**config.mk**
```make
export PLATFORM = sky130hd
export DESIGN_NAME = lcd_window_write_sequencer_core
export DESIGN_NICKNAME = d
export VERILOG_FILES = /design/src/rtl/lwws_pkg.sv /design/src/rtl/lwws_front.sv /design/src/rtl/lwws_queue.sv /design/src/rtl/lwws_back.sv /design/src/rtl/lcd_window_write_sequencer_core.sv
export SDC_FILE = /design/constraint.sdc
export NUM_CORES = 1
export LEC_CHECK = 0
export BUFFER_PORTS_ARGS = -buffer_cell sky130_fd_sc_hd__buf_2
export CAP_MARGIN = 10
export CORE_UTILIZATION = 45
export CTS_BUF_LIST = sky130_fd_sc_hd__clkbuf_16
export CTS_CLUSTER_DIAMETER = 100
export DETAILED_ROUTE_END_ITERATION = 6
export PLACE_DENSITY = 0.67
export SLEW_MARGIN = 20
export SYNTH_ARGS = -nofsm -noshare
export SYNTH_HDL_FRONTEND = slang
export SYNTH_SLANG_ARGS = --single-unit
```
**constraint.sdc**
```tcl
create_clock -name clk -period 8.5 [get_ports clk]
set_input_delay 2.125 -clock clk [delete_from_list [all_inputs] [get_ports clk]]
set_output_delay 2.125 -clock clk [all_outputs]
set_load 0.01 [all_outputs]
```
**src/rtl/lwws_pkg.sv**
```systemverilog
// shared types, constants and the rotation table for the lcd window write sequencer
// no dependencies
package lwws_pkg;

  localparam int COORD_BITS  = 10;
  localparam int LEFT_BITS   = 2 * COORD_BITS + 1;
  localparam int ADDR_BITS   = 16;
  localparam int COLOR_BITS  = 16;
  localparam int OP_BITS     = 4;
  localparam int DIR_BITS    = 2;
  localparam int BYTE_BITS   = 8;
  localparam int CFG_IDX_BITS = 4;
  localparam int QUEUE_DEPTH = 2;
  localparam int QPTR_BITS   = (QUEUE_DEPTH > 1) ? $clog2(QUEUE_DEPTH) : 1;
  localparam int QCNT_BITS   = $clog2(QUEUE_DEPTH + 1);

  // opcodes
  localparam logic [OP_BITS-1:0] OP_PIXEL   = 4'd0;
  localparam logic [OP_BITS-1:0] OP_RUN     = 4'd1;
  localparam logic [OP_BITS-1:0] OP_WINDOW  = 4'd2;
  localparam logic [OP_BITS-1:0] OP_COLOR   = 4'd3;
  localparam logic [OP_BITS-1:0] OP_ROTATE  = 4'd4;
  localparam logic [OP_BITS-1:0] OP_DISP_OFF = 4'd5;
  localparam logic [OP_BITS-1:0] OP_DISP_ON  = 4'd6;
  localparam logic [OP_BITS-1:0] OP_INV_OFF  = 4'd7;
  localparam logic [OP_BITS-1:0] OP_INV_ON   = 4'd8;

  // register indexes
  localparam logic [CFG_IDX_BITS-1:0] CFG_PANEL_WIDTH  = 4'd0;
  localparam logic [CFG_IDX_BITS-1:0] CFG_PANEL_HEIGHT = 4'd1;
  localparam logic [CFG_IDX_BITS-1:0] CFG_COL_OFFSET   = 4'd2;
  localparam logic [CFG_IDX_BITS-1:0] CFG_ROW_OFFSET   = 4'd3;

  localparam logic [COORD_BITS-1:0] RST_PANEL_WIDTH  = COORD_BITS'(240);
  localparam logic [COORD_BITS-1:0] RST_PANEL_HEIGHT = COORD_BITS'(320);

  // panel commands
  localparam logic [BYTE_BITS-1:0] CMD_CASET    = 8'h2A;
  localparam logic [BYTE_BITS-1:0] CMD_RASET    = 8'h2B;
  localparam logic [BYTE_BITS-1:0] CMD_RAMWR    = 8'h2C;
  localparam logic [BYTE_BITS-1:0] CMD_MADCTL   = 8'h36;
  localparam logic [BYTE_BITS-1:0] CMD_DISP_OFF = 8'h28;
  localparam logic [BYTE_BITS-1:0] CMD_DISP_ON  = 8'h29;
  localparam logic [BYTE_BITS-1:0] CMD_INV_OFF  = 8'h20;
  localparam logic [BYTE_BITS-1:0] CMD_INV_ON   = 8'h21;
  localparam logic [BYTE_BITS-1:0] MAD_MY       = 8'h80;
  localparam logic [BYTE_BITS-1:0] MAD_MX       = 8'h40;
  localparam logic [BYTE_BITS-1:0] MAD_MV       = 8'h20;
  localparam logic [BYTE_BITS-1:0] BYTE_MASK    = 8'hFF;

  // job kinds
  localparam logic [1:0] JOB_WIN   = 2'd0;
  localparam logic [1:0] JOB_COLOR = 2'd1;
  localparam logic [1:0] JOB_CMD   = 2'd2;

  typedef struct packed {
    logic [OP_BITS-1:0]    opcode;
    logic [COORD_BITS-1:0] x_start;
    logic [COORD_BITS-1:0] y_start;
    logic [COORD_BITS-1:0] x_end;
    logic [COORD_BITS-1:0] y_end;
    logic [COORD_BITS-1:0] run_length;
    logic [COLOR_BITS-1:0] color;
    logic [DIR_BITS-1:0]   direction;
  } in_item_t;

  typedef struct packed {
    logic [BYTE_BITS-1:0] out_byte;
    logic                 is_data;
    logic                 last_byte;
  } out_item_t;

  typedef struct packed {
    logic [1:0]            kind;
    logic                  with_color;
    logic                  has_data;
    logic [ADDR_BITS-1:0]  x1;
    logic [ADDR_BITS-1:0]  x2;
    logic [ADDR_BITS-1:0]  y1;
    logic [ADDR_BITS-1:0]  y2;
    logic [COLOR_BITS-1:0] color;
    logic [BYTE_BITS-1:0]  cmd;
    logic [BYTE_BITS-1:0]  data;
  } job_t;

  function automatic logic [BYTE_BITS-1:0] rot_code(input logic [DIR_BITS-1:0] dir);
    logic [BYTE_BITS-1:0] code;
    case (dir)
      2'd0: code = '0;
      2'd1: code = MAD_MX | MAD_MV;
      2'd2: code = MAD_MX | MAD_MY;
      default: code = MAD_MY | MAD_MV;
    endcase
    return code;
  endfunction

endpackage

```
**src/rtl/lwws_front.sv**
```systemverilog
// front end: configuration registers, request classification and the open pixel count
// depends on lwws_pkg; feeds lwws_queue
module lwws_front (
  input  logic                                  clk,
  input  logic                                  rst_n,
  input  logic                                  cfg_valid,
  output logic                                  cfg_ready,
  input  logic [lwws_pkg::CFG_IDX_BITS-1:0]     cfg_index,
  input  logic [lwws_pkg::COORD_BITS-1:0]       cfg_data,
  input  logic                                  push,
  input  lwws_pkg::in_item_t                    in_data,
  input  logic                                  q_full,
  output logic                                  q_push,
  output lwws_pkg::job_t                        q_job
);
  import lwws_pkg::*;

  logic [COORD_BITS-1:0] width_r, height_r, col_off_r, row_off_r;
  logic [LEFT_BITS-1:0]  left_r, left_nxt;

  logic                  accept;
  logic [COORD_BITS:0]   x_off, y_off, run_sum, dx, dy;
  logic [COORD_BITS+1:0] run_end;
  logic [LEFT_BITS-1:0]  area;
  logic                  pix_ok, run_ok, win_ok;

  assign cfg_ready = 1'b1;
  assign accept    = push && !q_full;

  always_comb begin
    x_off   = {1'b0, in_data.x_start} + {1'b0, col_off_r};
    y_off   = {1'b0, in_data.y_start} + {1'b0, row_off_r};
    run_sum = {1'b0, in_data.x_start} + {1'b0, in_data.run_length};
    run_end = {1'b0, x_off} + {2'b0, in_data.run_length} - (COORD_BITS+2)'(1);
    dx      = {1'b0, in_data.x_end} - {1'b0, in_data.x_start} + (COORD_BITS+1)'(1);
    dy      = {1'b0, in_data.y_end} - {1'b0, in_data.y_start} + (COORD_BITS+1)'(1);
    area    = LEFT_BITS'(dx) * LEFT_BITS'(dy);
    pix_ok  = (in_data.x_start < width_r) && (in_data.y_start < height_r);
    run_ok  = (in_data.run_length != '0) && (run_sum <= {1'b0, width_r}) &&
              (in_data.y_start < height_r);
    win_ok  = (in_data.x_end >= in_data.x_start) && (in_data.y_end >= in_data.y_start);
  end

  always_comb begin
    q_push          = 1'b0;
    left_nxt        = left_r;
    q_job           = '0;
    q_job.color     = in_data.color;
    if (accept) begin
      case (in_data.opcode)
        OP_PIXEL: begin
          if (pix_ok) begin
            left_nxt         = '0;
            q_push           = 1'b1;
            q_job.kind       = JOB_WIN;
            q_job.with_color = 1'b1;
            q_job.x1         = ADDR_BITS'(x_off);
            q_job.x2         = ADDR_BITS'(x_off);
            q_job.y1         = ADDR_BITS'(y_off);
            q_job.y2         = ADDR_BITS'(y_off);
          end
        end
        OP_RUN: begin
          left_nxt = '0;
          if (run_ok) begin
            left_nxt   = LEFT_BITS'(in_data.run_length);
            q_push     = 1'b1;
            q_job.kind = JOB_WIN;
            q_job.x1   = ADDR_BITS'(x_off);
            q_job.x2   = ADDR_BITS'(run_end);
            q_job.y1   = ADDR_BITS'(y_off);
            q_job.y2   = ADDR_BITS'(y_off);
          end
        end
        OP_WINDOW: begin
          left_nxt = '0;
          if (win_ok) begin
            left_nxt   = area;
            q_push     = 1'b1;
            q_job.kind = JOB_WIN;
            q_job.x1   = ADDR_BITS'(in_data.x_start);
            q_job.x2   = ADDR_BITS'(in_data.x_end);
            q_job.y1   = ADDR_BITS'(in_data.y_start);
            q_job.y2   = ADDR_BITS'(in_data.y_end);
          end
        end
        OP_COLOR: begin
          if (left_r != '0) begin
            left_nxt   = left_r - LEFT_BITS'(1);
            q_push     = 1'b1;
            q_job.kind = JOB_COLOR;
          end
        end
        OP_ROTATE: begin
          left_nxt       = '0;
          q_push         = 1'b1;
          q_job.kind     = JOB_CMD;
          q_job.cmd      = CMD_MADCTL;
          q_job.has_data = 1'b1;
          q_job.data     = rot_code(in_data.direction);
        end
        OP_DISP_OFF: begin
          left_nxt   = '0;
          q_push     = 1'b1;
          q_job.kind = JOB_CMD;
          q_job.cmd  = CMD_DISP_OFF;
        end
        OP_DISP_ON: begin
          left_nxt   = '0;
          q_push     = 1'b1;
          q_job.kind = JOB_CMD;
          q_job.cmd  = CMD_DISP_ON;
        end
        OP_INV_OFF: begin
          left_nxt   = '0;
          q_push     = 1'b1;
          q_job.kind = JOB_CMD;
          q_job.cmd  = CMD_INV_OFF;
        end
        OP_INV_ON: begin
          left_nxt   = '0;
          q_push     = 1'b1;
          q_job.kind = JOB_CMD;
          q_job.cmd  = CMD_INV_ON;
        end
        default: begin
          left_nxt = left_r;
        end
      endcase
    end
  end

  always_ff @(posedge clk) begin
    if (!rst_n) begin
      width_r   <= RST_PANEL_WIDTH;
      height_r  <= RST_PANEL_HEIGHT;
      col_off_r <= '0;
      row_off_r <= '0;
      left_r    <= '0;
    end else begin
      left_r <= left_nxt;
      if (cfg_valid && cfg_ready) begin
        case (cfg_index)
          CFG_PANEL_WIDTH:  width_r   <= cfg_data;
          CFG_PANEL_HEIGHT: height_r  <= cfg_data;
          CFG_COL_OFFSET:   col_off_r <= cfg_data;
          CFG_ROW_OFFSET:   row_off_r <= cfg_data;
          default: ;
        endcase
      end
    end
  end

endmodule

```
**src/rtl/lwws_queue.sv**
```systemverilog
// short job queue between the front end and the byte sequencer
// depends on lwws_pkg
module lwws_queue (
  input  logic           clk,
  input  logic           rst_n,
  input  logic           push_i,
  input  lwws_pkg::job_t job_i,
  output logic           full_o,
  input  logic           pop_i,
  output logic           valid_o,
  output lwws_pkg::job_t job_o
);
  import lwws_pkg::*;

  job_t                 mem_r [QUEUE_DEPTH];
  logic [QPTR_BITS-1:0] wr_ptr_r, rd_ptr_r;
  logic [QCNT_BITS-1:0] cnt_r, cnt_nxt;

  assign full_o  = (cnt_r == QCNT_BITS'(QUEUE_DEPTH));
  assign valid_o = (cnt_r != '0);
  assign job_o   = mem_r[rd_ptr_r];

  always_comb begin
    cnt_nxt = cnt_r;
    if (push_i && !pop_i) begin
      cnt_nxt = cnt_r + QCNT_BITS'(1);
    end else if (pop_i && !push_i) begin
      cnt_nxt = cnt_r - QCNT_BITS'(1);
    end
  end

  always_ff @(posedge clk) begin
    if (push_i) begin
      mem_r[wr_ptr_r] <= job_i;
    end
  end

  always_ff @(posedge clk) begin
    if (!rst_n) begin
      wr_ptr_r <= '0;
      rd_ptr_r <= '0;
      cnt_r    <= '0;
    end else begin
      cnt_r <= cnt_nxt;
      if (push_i) begin
        wr_ptr_r <= (wr_ptr_r == QPTR_BITS'(QUEUE_DEPTH - 1)) ? '0 : wr_ptr_r + QPTR_BITS'(1);
      end
      if (pop_i) begin
        rd_ptr_r <= (rd_ptr_r == QPTR_BITS'(QUEUE_DEPTH - 1)) ? '0 : rd_ptr_r + QPTR_BITS'(1);
      end
    end
  end

endmodule

```
**src/rtl/lwws_back.sv**
```systemverilog
// back end: steps through one job at a time and fills the output register
// depends on lwws_pkg; reads jobs from lwws_queue
module lwws_back (
  input  logic                  clk,
  input  logic                  rst_n,
  input  logic                  q_valid,
  input  lwws_pkg::job_t        q_job,
  output logic                  q_pop,
  output logic                  empty,
  input  logic                  pop,
  output lwws_pkg::out_item_t   out_data
);
  import lwws_pkg::*;

  localparam int STEP_BITS = 4;
  localparam logic [STEP_BITS-1:0] STEP_CASET    = 4'd0;
  localparam logic [STEP_BITS-1:0] STEP_X1_HI    = 4'd1;
  localparam logic [STEP_BITS-1:0] STEP_X1_LO    = 4'd2;
  localparam logic [STEP_BITS-1:0] STEP_X2_HI    = 4'd3;
  localparam logic [STEP_BITS-1:0] STEP_X2_LO    = 4'd4;
  localparam logic [STEP_BITS-1:0] STEP_RASET    = 4'd5;
  localparam logic [STEP_BITS-1:0] STEP_Y1_HI    = 4'd6;
  localparam logic [STEP_BITS-1:0] STEP_Y1_LO    = 4'd7;
  localparam logic [STEP_BITS-1:0] STEP_Y2_HI    = 4'd8;
  localparam logic [STEP_BITS-1:0] STEP_Y2_LO    = 4'd9;
  localparam logic [STEP_BITS-1:0] STEP_RAMWR    = 4'd10;
  localparam logic [STEP_BITS-1:0] STEP_COLOR_HI = 4'd11;
  localparam logic [STEP_BITS-1:0] STEP_COLOR_LO = 4'd12;
  localparam logic [STEP_BITS-1:0] STEP_CMD      = 4'd0;
  localparam logic [STEP_BITS-1:0] STEP_DATA     = 4'd1;

  job_t                 job_r, job_nxt;
  logic                 busy_r, busy_nxt;
  logic [STEP_BITS-1:0] step_r, step_nxt, last_r, last_nxt;
  logic                 out_valid_r, out_valid_nxt;
  out_item_t            out_r, out_nxt;
  out_item_t            cur;
  logic                 adv, done, load;

  assign empty    = !out_valid_r;
  assign out_data = out_r;
  assign adv      = !out_valid_r || pop;
  assign done     = busy_r && adv && (step_r == last_r);
  assign load     = q_valid && (!busy_r || done);
  assign q_pop    = load;

  // byte for the current step
  always_comb begin
    cur           = '0;
    cur.is_data   = 1'b1;
    cur.last_byte = (step_r == last_r);
    if (job_r.kind == JOB_CMD) begin
      case (step_r)
        STEP_CMD: begin
          cur.out_byte = job_r.cmd;
          cur.is_data  = 1'b0;
        end
        default: cur.out_byte = job_r.data;
      endcase
    end else begin
      case (step_r)
        STEP_CASET: begin
          cur.out_byte = CMD_CASET;
          cur.is_data  = 1'b0;
        end
        STEP_X1_HI: cur.out_byte = job_r.x1[15:8];
        STEP_X1_LO: cur.out_byte = job_r.x1[7:0] & BYTE_MASK;
        STEP_X2_HI: cur.out_byte = job_r.x2[15:8];
        STEP_X2_LO: cur.out_byte = job_r.x2[7:0];
        STEP_RASET: begin
          cur.out_byte = CMD_RASET;
          cur.is_data  = 1'b0;
        end
        STEP_Y1_HI: cur.out_byte = job_r.y1[15:8];
        STEP_Y1_LO: cur.out_byte = job_r.y1[7:0];
        STEP_Y2_HI: cur.out_byte = job_r.y2[15:8];
        STEP_Y2_LO: cur.out_byte = job_r.y2[7:0];
        STEP_RAMWR: begin
          cur.out_byte = CMD_RAMWR;
          cur.is_data  = 1'b0;
        end
        STEP_COLOR_HI: cur.out_byte = job_r.color[15:8];
        default: cur.out_byte = job_r.color[7:0];
      endcase
    end
  end

  always_comb begin
    job_nxt       = job_r;
    busy_nxt      = busy_r;
    step_nxt      = step_r;
    last_nxt      = last_r;
    out_valid_nxt = out_valid_r;
    out_nxt       = out_r;
    if (adv) begin
      out_valid_nxt = busy_r;
      out_nxt       = cur;
      if (busy_r) begin
        step_nxt = step_r + STEP_BITS'(1);
      end
      if (done) begin
        busy_nxt = 1'b0;
      end
    end
    if (load) begin
      job_nxt  = q_job;
      busy_nxt = 1'b1;
      case (q_job.kind)
        JOB_COLOR: begin
          step_nxt = STEP_COLOR_HI;
          last_nxt = STEP_COLOR_LO;
        end
        JOB_CMD: begin
          step_nxt = STEP_CMD;
          last_nxt = q_job.has_data ? STEP_DATA : STEP_CMD;
        end
        default: begin
          step_nxt = STEP_CASET;
          last_nxt = q_job.with_color ? STEP_COLOR_LO : STEP_RAMWR;
        end
      endcase
    end
  end

  always_ff @(posedge clk) begin
    job_r  <= job_nxt;
    step_r <= step_nxt;
    last_r <= last_nxt;
    out_r  <= out_nxt;
  end

  always_ff @(posedge clk) begin
    if (!rst_n) begin
      busy_r      <= 1'b0;
      out_valid_r <= 1'b0;
    end else begin
      busy_r      <= busy_nxt;
      out_valid_r <= out_valid_nxt;
    end
  end

endmodule

```
**src/rtl/lcd_window_write_sequencer_core.sv**
```systemverilog
// top level of the lcd window write sequencer
// depends on lwws_pkg, lwws_front, lwws_queue and lwws_back
//
// usage:
// - requests go in through a queue-style port: an item transfers on a clock edge
//   with push high and full low; in_data carries the request fields
// - panel bytes come out the same way: while empty is low, out_data holds the
//   oldest byte, with its data/command level and a flag on the last byte of a
//   request; it transfers on an edge with pop high
// - configuration writes go through cfg_valid/cfg_ready (ready always high),
//   cfg_index selects width, height, column offset or row offset
// - the first byte of a request passes through the job queue, the job register and
//   the output register before it shows on out_data; the byte sequencer sends one byte
//   per cycle while pop is not held low: a colour item gives 2 bytes, a pixel 13, a run
//   or window 11, a rotation 2 and other commands 1; requests that give no bytes queue nothing
// - a two-entry job queue and the output register sit between input and output,
//   so requests keep transferring while the receiver holds pop low until the
//   queue fills; a stalled byte stays on out_data unchanged
// - synchronous reset empties the queue and output, closes any open window and
//   restores 240x320 with zero offsets
module lcd_window_write_sequencer_core (
  input  logic                              clk,
  input  logic                              rst_n,
  input  logic                              cfg_valid,
  output logic                              cfg_ready,
  input  logic [lwws_pkg::CFG_IDX_BITS-1:0] cfg_index,
  input  logic [lwws_pkg::COORD_BITS-1:0]   cfg_data,
  input  logic                              push,
  output logic                              full,
  input  lwws_pkg::in_item_t                in_data,
  output logic                              empty,
  input  logic                              pop,
  output lwws_pkg::out_item_t               out_data
);
  import lwws_pkg::*;

  logic q_push, q_full, q_pop, q_valid;
  job_t q_in_job, q_out_job;

  assign full = q_full;

  lwws_front u_front (
    .clk       (clk),
    .rst_n     (rst_n),
    .cfg_valid (cfg_valid),
    .cfg_ready (cfg_ready),
    .cfg_index (cfg_index),
    .cfg_data  (cfg_data),
    .push      (push),
    .in_data   (in_data),
    .q_full    (q_full),
    .q_push    (q_push),
    .q_job     (q_in_job)
  );

  lwws_queue u_queue (
    .clk     (clk),
    .rst_n   (rst_n),
    .push_i  (q_push),
    .job_i   (q_in_job),
    .full_o  (q_full),
    .pop_i   (q_pop),
    .valid_o (q_valid),
    .job_o   (q_out_job)
  );

  lwws_back u_back (
    .clk      (clk),
    .rst_n    (rst_n),
    .q_valid  (q_valid),
    .q_job    (q_out_job),
    .q_pop    (q_pop),
    .empty    (empty),
    .pop      (pop),
    .out_data (out_data)
  );

`ifndef NO_ASSERTIONS
  a_push_not_full: assert property (@(posedge clk) disable iff (!rst_n)
    q_push |-> !q_full)
    else $error("job written into a full queue");

  a_pop_has_job: assert property (@(posedge clk) disable iff (!rst_n)
    q_pop |-> q_valid)
    else $error("job taken from an empty queue");

  a_madctl_not_last: assert property (@(posedge clk) disable iff (!rst_n)
    (!empty && !out_data.is_data && out_data.out_byte == CMD_MADCTL) |->
      !out_data.last_byte)
    else $error("rotation command sent without its data byte");
`endif

endmodule

```
* Word level (Yosys, flattened, before mapping) *
Memory sizes are Yosys's and may differ from the RTL's. A register that Yosys moved wholly into a read port is not among the register bits.
Cells that the tools add are included.

storage, ports and cells
  flip-flop bits (word level) = 183
  bits in writable memories = 200
  input port bits = 91
  word-level logic and storage cells = 162
  memories = 1

cells by class
  add/sub/neg operators = 15
  multiply operators = 1
  $lt $le $gt $ge = 5
  equal/unequal tests = 31
  mux-type cells = 48
  reduce and logical (&&, ||, !) cells = 38

memory list
  name           depth  width  read ports  clocked after memory_dff  wr ports  line              source
  u_queue.mem_r  2      100    1           1                         1         lwws_queue.sv:15  job_t mem_r [QUEUE_DEPTH];

operators with widths
  kind                                                                   count
  64-bit case mux with 3 select lines                                    1
  59-bit 2-to-1 mux                                                      2
  21-bit case mux with 5 select lines                                    1
  8-bit case mux with 12 select lines                                    1
  68-bit 2-to-1 mux                                                      1
  21-bit 2-to-1 mux                                                      3
  58-bit 2-to-1 mux                                                      1
  10-bit by 10-bit adder with 11-bit output                              3
  4-bit by 3-bit equality test with 1-bit output, second input constant  8
  6-bit case mux with 5 select lines                                     1
  4-bit by 2-bit equality test with 1-bit output, second input constant  6
  8-bit case mux with 3 select lines                                     1
  11-bit by 1-bit adder with 11-bit output, second input constant        2
  10-bit by 10-bit subtractor with 11-bit output                         2
  11-bit by 11-bit multiplier with 21-bit output                         1
  1-bit 2-to-1 mux                                                       21
  21-bit nonzero test                                                    1
  21-bit by 1-bit subtractor with 21-bit output, second input constant   1
  4-bit equality test, second input constant                             5
  10-bit greater-or-equal comparator                                     2
  10-bit < comparator                                                    2
  16-bit 2-to-1 mux                                                      1
  4-bit 2-to-1 mux                                                       4
  8-bit 2-to-1 mux                                                       2
  31 further kinds                                                       65

* Longest topological paths before layout *
  word-level depth = 11
  depth in mapped cells = 36

* Hierarchy *
Synthesis repeated with hierarchy kept, for this count alone.

second synthesis, totals
  cell total of the unflattened synthesis = 2153
  area, all modules = 24168.2 um^2

modules (own cells, without submodules)
  module      times used  cells each  area an instance (um^2)
  lwws_front  1           1519        11927.7
  lwws_queue  1           333         7473.4
  lwws_back   1           301         4767.1

* Worst setup path before layout *
No wires, ideal clock.

  path kind = in2reg
  from = input in_data[39] (netlist bit)
  to = register u_front.left_r[19]
  setup time = 131 ps
  data arrival time = 8870 ps
  data required time = 8369 ps
  slack = -501 ps
  stages = 36
  buffers on the path = 1
  path through = inv_1 -> ha_1 -> inv_1 -> ha_1 -> inv_1 -> fa_1 -> nor2b_1 -> o21ai_0 -> a21oi_1 -> o21ai_0 -> nand2b_1 -> a21o_1 -> a21oi_1 -> xnor2_1 -> clkbuf_1 -> nand2_1 -> fa_1 -> inv_1 -> fa_1 -> inv_1 -> fa_1 -> inv_1 -> fa_1 -> inv_1 -> fa_1 -> inv_1 -> ha_1 -> a21o_1 -> a21oi_1 -> nor2b_1 -> a311oi_1 -> nor2b_1 -> o21a_1 -> o41ai_1 -> xor2_1 -> o31ai_1

between the ends
  longest elaborated chain between the ends = 5
  elaborated cells between the ends (all ways) = 7
  those cells by class = add/sub: 2; mul: 1; order compare: 1; mux: 2; reduce/logical: 1

RTL lines
  item                                            line                                   source
  from (decl)                                     lcd_window_write_sequencer_core.sv:30  input lwws_pkg::in_item_t in_data,
  10-bit by 10-bit subtractor with 11-bit output  lwws_front.sv:35                       dx = {1'b0, in_data.x_end} - {1'b0, in_data.x_start} + (COORD_BITS+1)'(1);
  11-bit by 1-bit adder with 11-bit output        lwws_front.sv:35
  11-bit by 11-bit multiplier with 21-bit output  lwws_front.sv:37                       area = LEFT_BITS'(dx) * LEFT_BITS'(dy);
  21-bit 2-to-1 mux (*)                           lwws_front.sv:77                       if (win_ok) begin
  21-bit case mux with 5 select lines (*)         lwws_front.sv:50                       case (in_data.opcode)
  to (signal assigned)                            lwws_front.sv:141                      left_r <= left_nxt;
  to (decl)                                       lwws_front.sv:19                       logic [LEFT_BITS-1:0] left_r, left_nxt;

Mark *: on every way between the ends. The rest lies on a longest branch, timed or not.
A chain may end at the register's enable or synchronous reset.

* Worst setup path after layout *
  from = input in_data[50] (netlist bit)
  to = register u_front.left_r[19]

between the ends
  longest elaborated chain between the ends = 5
  elaborated cells between the ends (all ways) = 11
  those cells by class = add/sub: 2; mul: 1; order compare: 2; eq/ne: 1; mux: 2; reduce/logical: 3

RTL lines
  item                                            line              source
  10-bit by 10-bit subtractor with 11-bit output  lwws_front.sv:36  dy = {1'b0, in_data.y_end} - {1'b0, in_data.y_start} + (COORD_BITS+1)'(1);
  11-bit by 1-bit adder with 11-bit output        lwws_front.sv:36
  11-bit by 11-bit multiplier with 21-bit output  lwws_front.sv:37
  21-bit 2-to-1 mux                               lwws_front.sv:77
  21-bit case mux with 5 select lines             lwws_front.sv:50

Several ways; a longest one is shown, not always the timed one.

==> impl_results.md <==
* Status: completed
* GRT Total Usage at 24.1%
* Slowest stage cell on the critical path: fa_2
* CTS Buffer Depth at 3
* Initial Util at 46.0%
* Final hold slack at 0.491 ns
* Critical path's largest stage delay at 0.58 ns
* Min Tclk post-route at slightly above 8 ns
* Vias in the first global route at 14800
* Clock latency on the worst-skew pair at 0.57 ns
* Final ANT Viol Nets at 0
* Layout cells sized above 1 at 20.8%
* Max-cap violations at 0
* RePlAce Congestion at approximately 0.9
* Most used cell, CP: inv_2
* Post-DP Area at 22200 um^2
* Clk root buf: clkbuf_16
* Clk pin slew, worst setup/hold paths at 0.06 ns
* Synth Net Count at 2284
* Critical hold path startpoint: u_front.left_r[4]$_SDFFE_PN0P_
* Cell area after layout at 23400 um^2
* Fin crit share at between 90% and 100%
* Critical Path RT at 8.98 ns
* F_max at between 100 and 150 MHz
* Initial drt markers at between 1000 and 1500
* Post-detail-place hpwl at 42000 um
* Avg Cell Area, Syn at 10.5 um^2
* Hold buffer count at cts at 0
* # setup viols final at 0
* Critical path data arrival time at 8.74 ns
* Final hold violations at 0
* First-pass GRT wire length at 82500 um
* Initial antenna violation count at 1
* Congestion Overflow GR at 0
* R2R Path Start: u_front.height_r[6]$_SDFFE_PN1P_
* Die height at 213 um
* Seq cells post-synth at 295
* Asr flop ratio synth at 0%
* Worst Hold Class: reg2reg
* Number of fill cells in the layout at 3859
* # DRC at 0
* # IOs at 104
* H-tree depth at 1
* Die width at about 210 um
* Fin Clk Skew at ~0.012 ns
* Sequential share of the synthesized area at 40.9%
* TNS Setup at 0 ns
* I/O Buffers at 102
* CTS buffer count at 29
* CTS tree: done
* Post-synth cell types at 78
* Slew @ Worst Pin at 1.06 ns
* Slew Limit Headroom at 28.9%
* Core ar. at 43500 um^2
* Routed vias/inst at 5.37
* WL/cell at 19.5 um
* Die area at ~45000 um^2
* Clock sink count at ~300
* RSZ-0062 raised after global routing: true
* Top_reg_cell synth: edfxtp_1
* Largest net degree at the start of global routing at 80
* Diodes inserted at 0
* Final wirelength at 53500 um
* YS warnings at 0
* Site Rows at 76
* Final max-slew violation count at 0
* Drt first pass iters at 5
* Synthesized cell area at between 15000 and 20000 um^2
* Crit Path Max Fanout at 4
* Startpoint Class: input pin
* Final net count at approximately 2500
* Area Overhead vs Synth at 17.1%
* Post-Syn Instances at 1912
* CP endpoint kind: register
* Critical Path Start: in_data[50]
* Number of synthesized flops with an enable pin at 227
* Kind of critical path: in2reg
* Via count at about 15000
-- kinds of logic after synthesis --
logic type | after synthesis | synth area share (%)
AO/OA/AOI/OAI | 331 | 10.5
XOR/XNOR | 99 | 4.34
adder cells (fa/ha/maj) | 281 | 21.1
buffers and inverters | 316 | 6.01
flip-flops | 295 | 40.9
multiplexers | 108 | 5.83
other | 1 | 0.0188
AND/OR/NAND/NOR | 481 | 11.3
-- layer usage --
| layer | routed length (um) | up-vias | GRT usage, % |
|---|---|---|---|
| met3 | 3060 | 68 | 2.85 |
| met4 | 1370 | 2 | 6.47 |
| li1 | - | 7022 | - |
| met1 | 24000 | 7158 | 33.1 |
| met5 | 13 | - | 0 |
| met2 | 25100 | 452 | 40.3 |
-- metrics by stage --
| stage | std cells | util [%] | setup slack [ns] |
|---|---|---|---|
| after global routing | 2739 | 53.9 | -0.120 |
| after detailed placement | 2676 | 51.0 | -0.458 |
| after CTS | 2730 | 53.2 | 0.111 |
| final | 2739 | 53.9 | 0.236 |
| after global placement | 2676 | 51.0 | -0.363 |
| after floorplan | 1912 | - | 0.000832 |
-- sequential cells by signal, indices dropped and copies added (netlist names), 2 cells and up, named ones only --
signal,cells
u_queue.mem_r,140
u_back.job_r,69
u_front.left_r,21
u_back.out_data,10
u_front.col_off_r,10
u_front.height_r,10
u_front.row_off_r,10
u_front.width_r,10
u_back.last_r,4
u_back.step_r,4
u_queue.cnt_r,2
-- repair_timing --
| action | in CTS | in global routing |
|---|---|---|
| setup buffers | 0 | 9 |
| setup endpoints to repair | 0 | 9 |
| gates resized for setup | 0 | 50 |
-- cell type report --
cell class | count | area [um^2] | share of cell area (%)
Clock buffer | 29 | 726 | 3.10
Clock inverter | 25 | 231 | 0.989
Inverter | 252 | 946 | 4.04
Multi-Input combinational cell | 1301 | 10900 | 46.7
Sequential cell | 295 | 8180 | 34.9
Tap cell | 585 | 732 | 3.13
Timing Repair Buffer | 252 | 1660 | 7.10
-- critical path, delay by kind of cell --
kind            cells  cell delay [ns]
fa+ha+maj           8             3.41
simple gates        3             0.20
xor+xnor            2             0.34
compound gates     12             2.27
buf+inv             7             0.39
-- cell usage in the layout (no fill, tap or decap), drive strengths merged, types with 10 or more instances in the layout --
master / n
a21o: 21
a21oi: 115
a221oi: 10
a22oi: 21
and2: 30
buf: 252
clkbuf: 29
clkinv: 10
dfxtp: 68
edfxtp: 227
fa: 93
ha: 188
inv: 262
mux2: 68
mux2i: 40
nand2: 157
nand2b: 26
nand3: 19
nor2: 145
nor2b: 20
nor3: 28
o211ai: 12
o21ai: 64
o22ai: 13
or3: 10
xnor2: 61
xor2: 38
-- path summary, 6_finish.rpt --
kind | end | slack, ns | cells past startpoint
max | u_front.left_r[19]$_SDFFE_PN0P_ | 0.24 | 32
min | u_front.left_r[4]$_SDFFE_PN0P_ | 0.49 | 2
max reg2reg | u_queue.mem_r[0][84]$_DFFE_PP_ | 4.15 | 12
min reg2reg | u_front.left_r[4]$_SDFFE_PN0P_ | 0.49 | 2
-- Yosys cell counts (10+ instances only) --
master	count	area share [%]
nor2_1	144	2.7
o22ai_1	13	0.41
o21ai_0	59	1.5
fa_1	93	9.3
mux2i_1	40	2.0
a221oi_1	10	0.44
clkbuf_1	52	0.98
nand2_1	156	2.9
nor2b_1	20	0.63
dfxtp_1	68	6.8
nor3_1	27	0.68
a21o_1	21	0.79
and2_1	30	0.94
nand2b_1	26	0.81
a22oi_1	21	0.79
a21oi_1	115	2.9
edfxtp_1	227	34
nand3_1	19	0.48
mux2_2	68	3.8
inv_1	251	4.7
xor2_1	38	1.7
o211ai_1	12	0.45
ha_1	188	12
xnor2_1	61	2.7
Power is not shown: default switching activity piles up to over one toggle a cycle in this logic, so the estimate is an artifact.
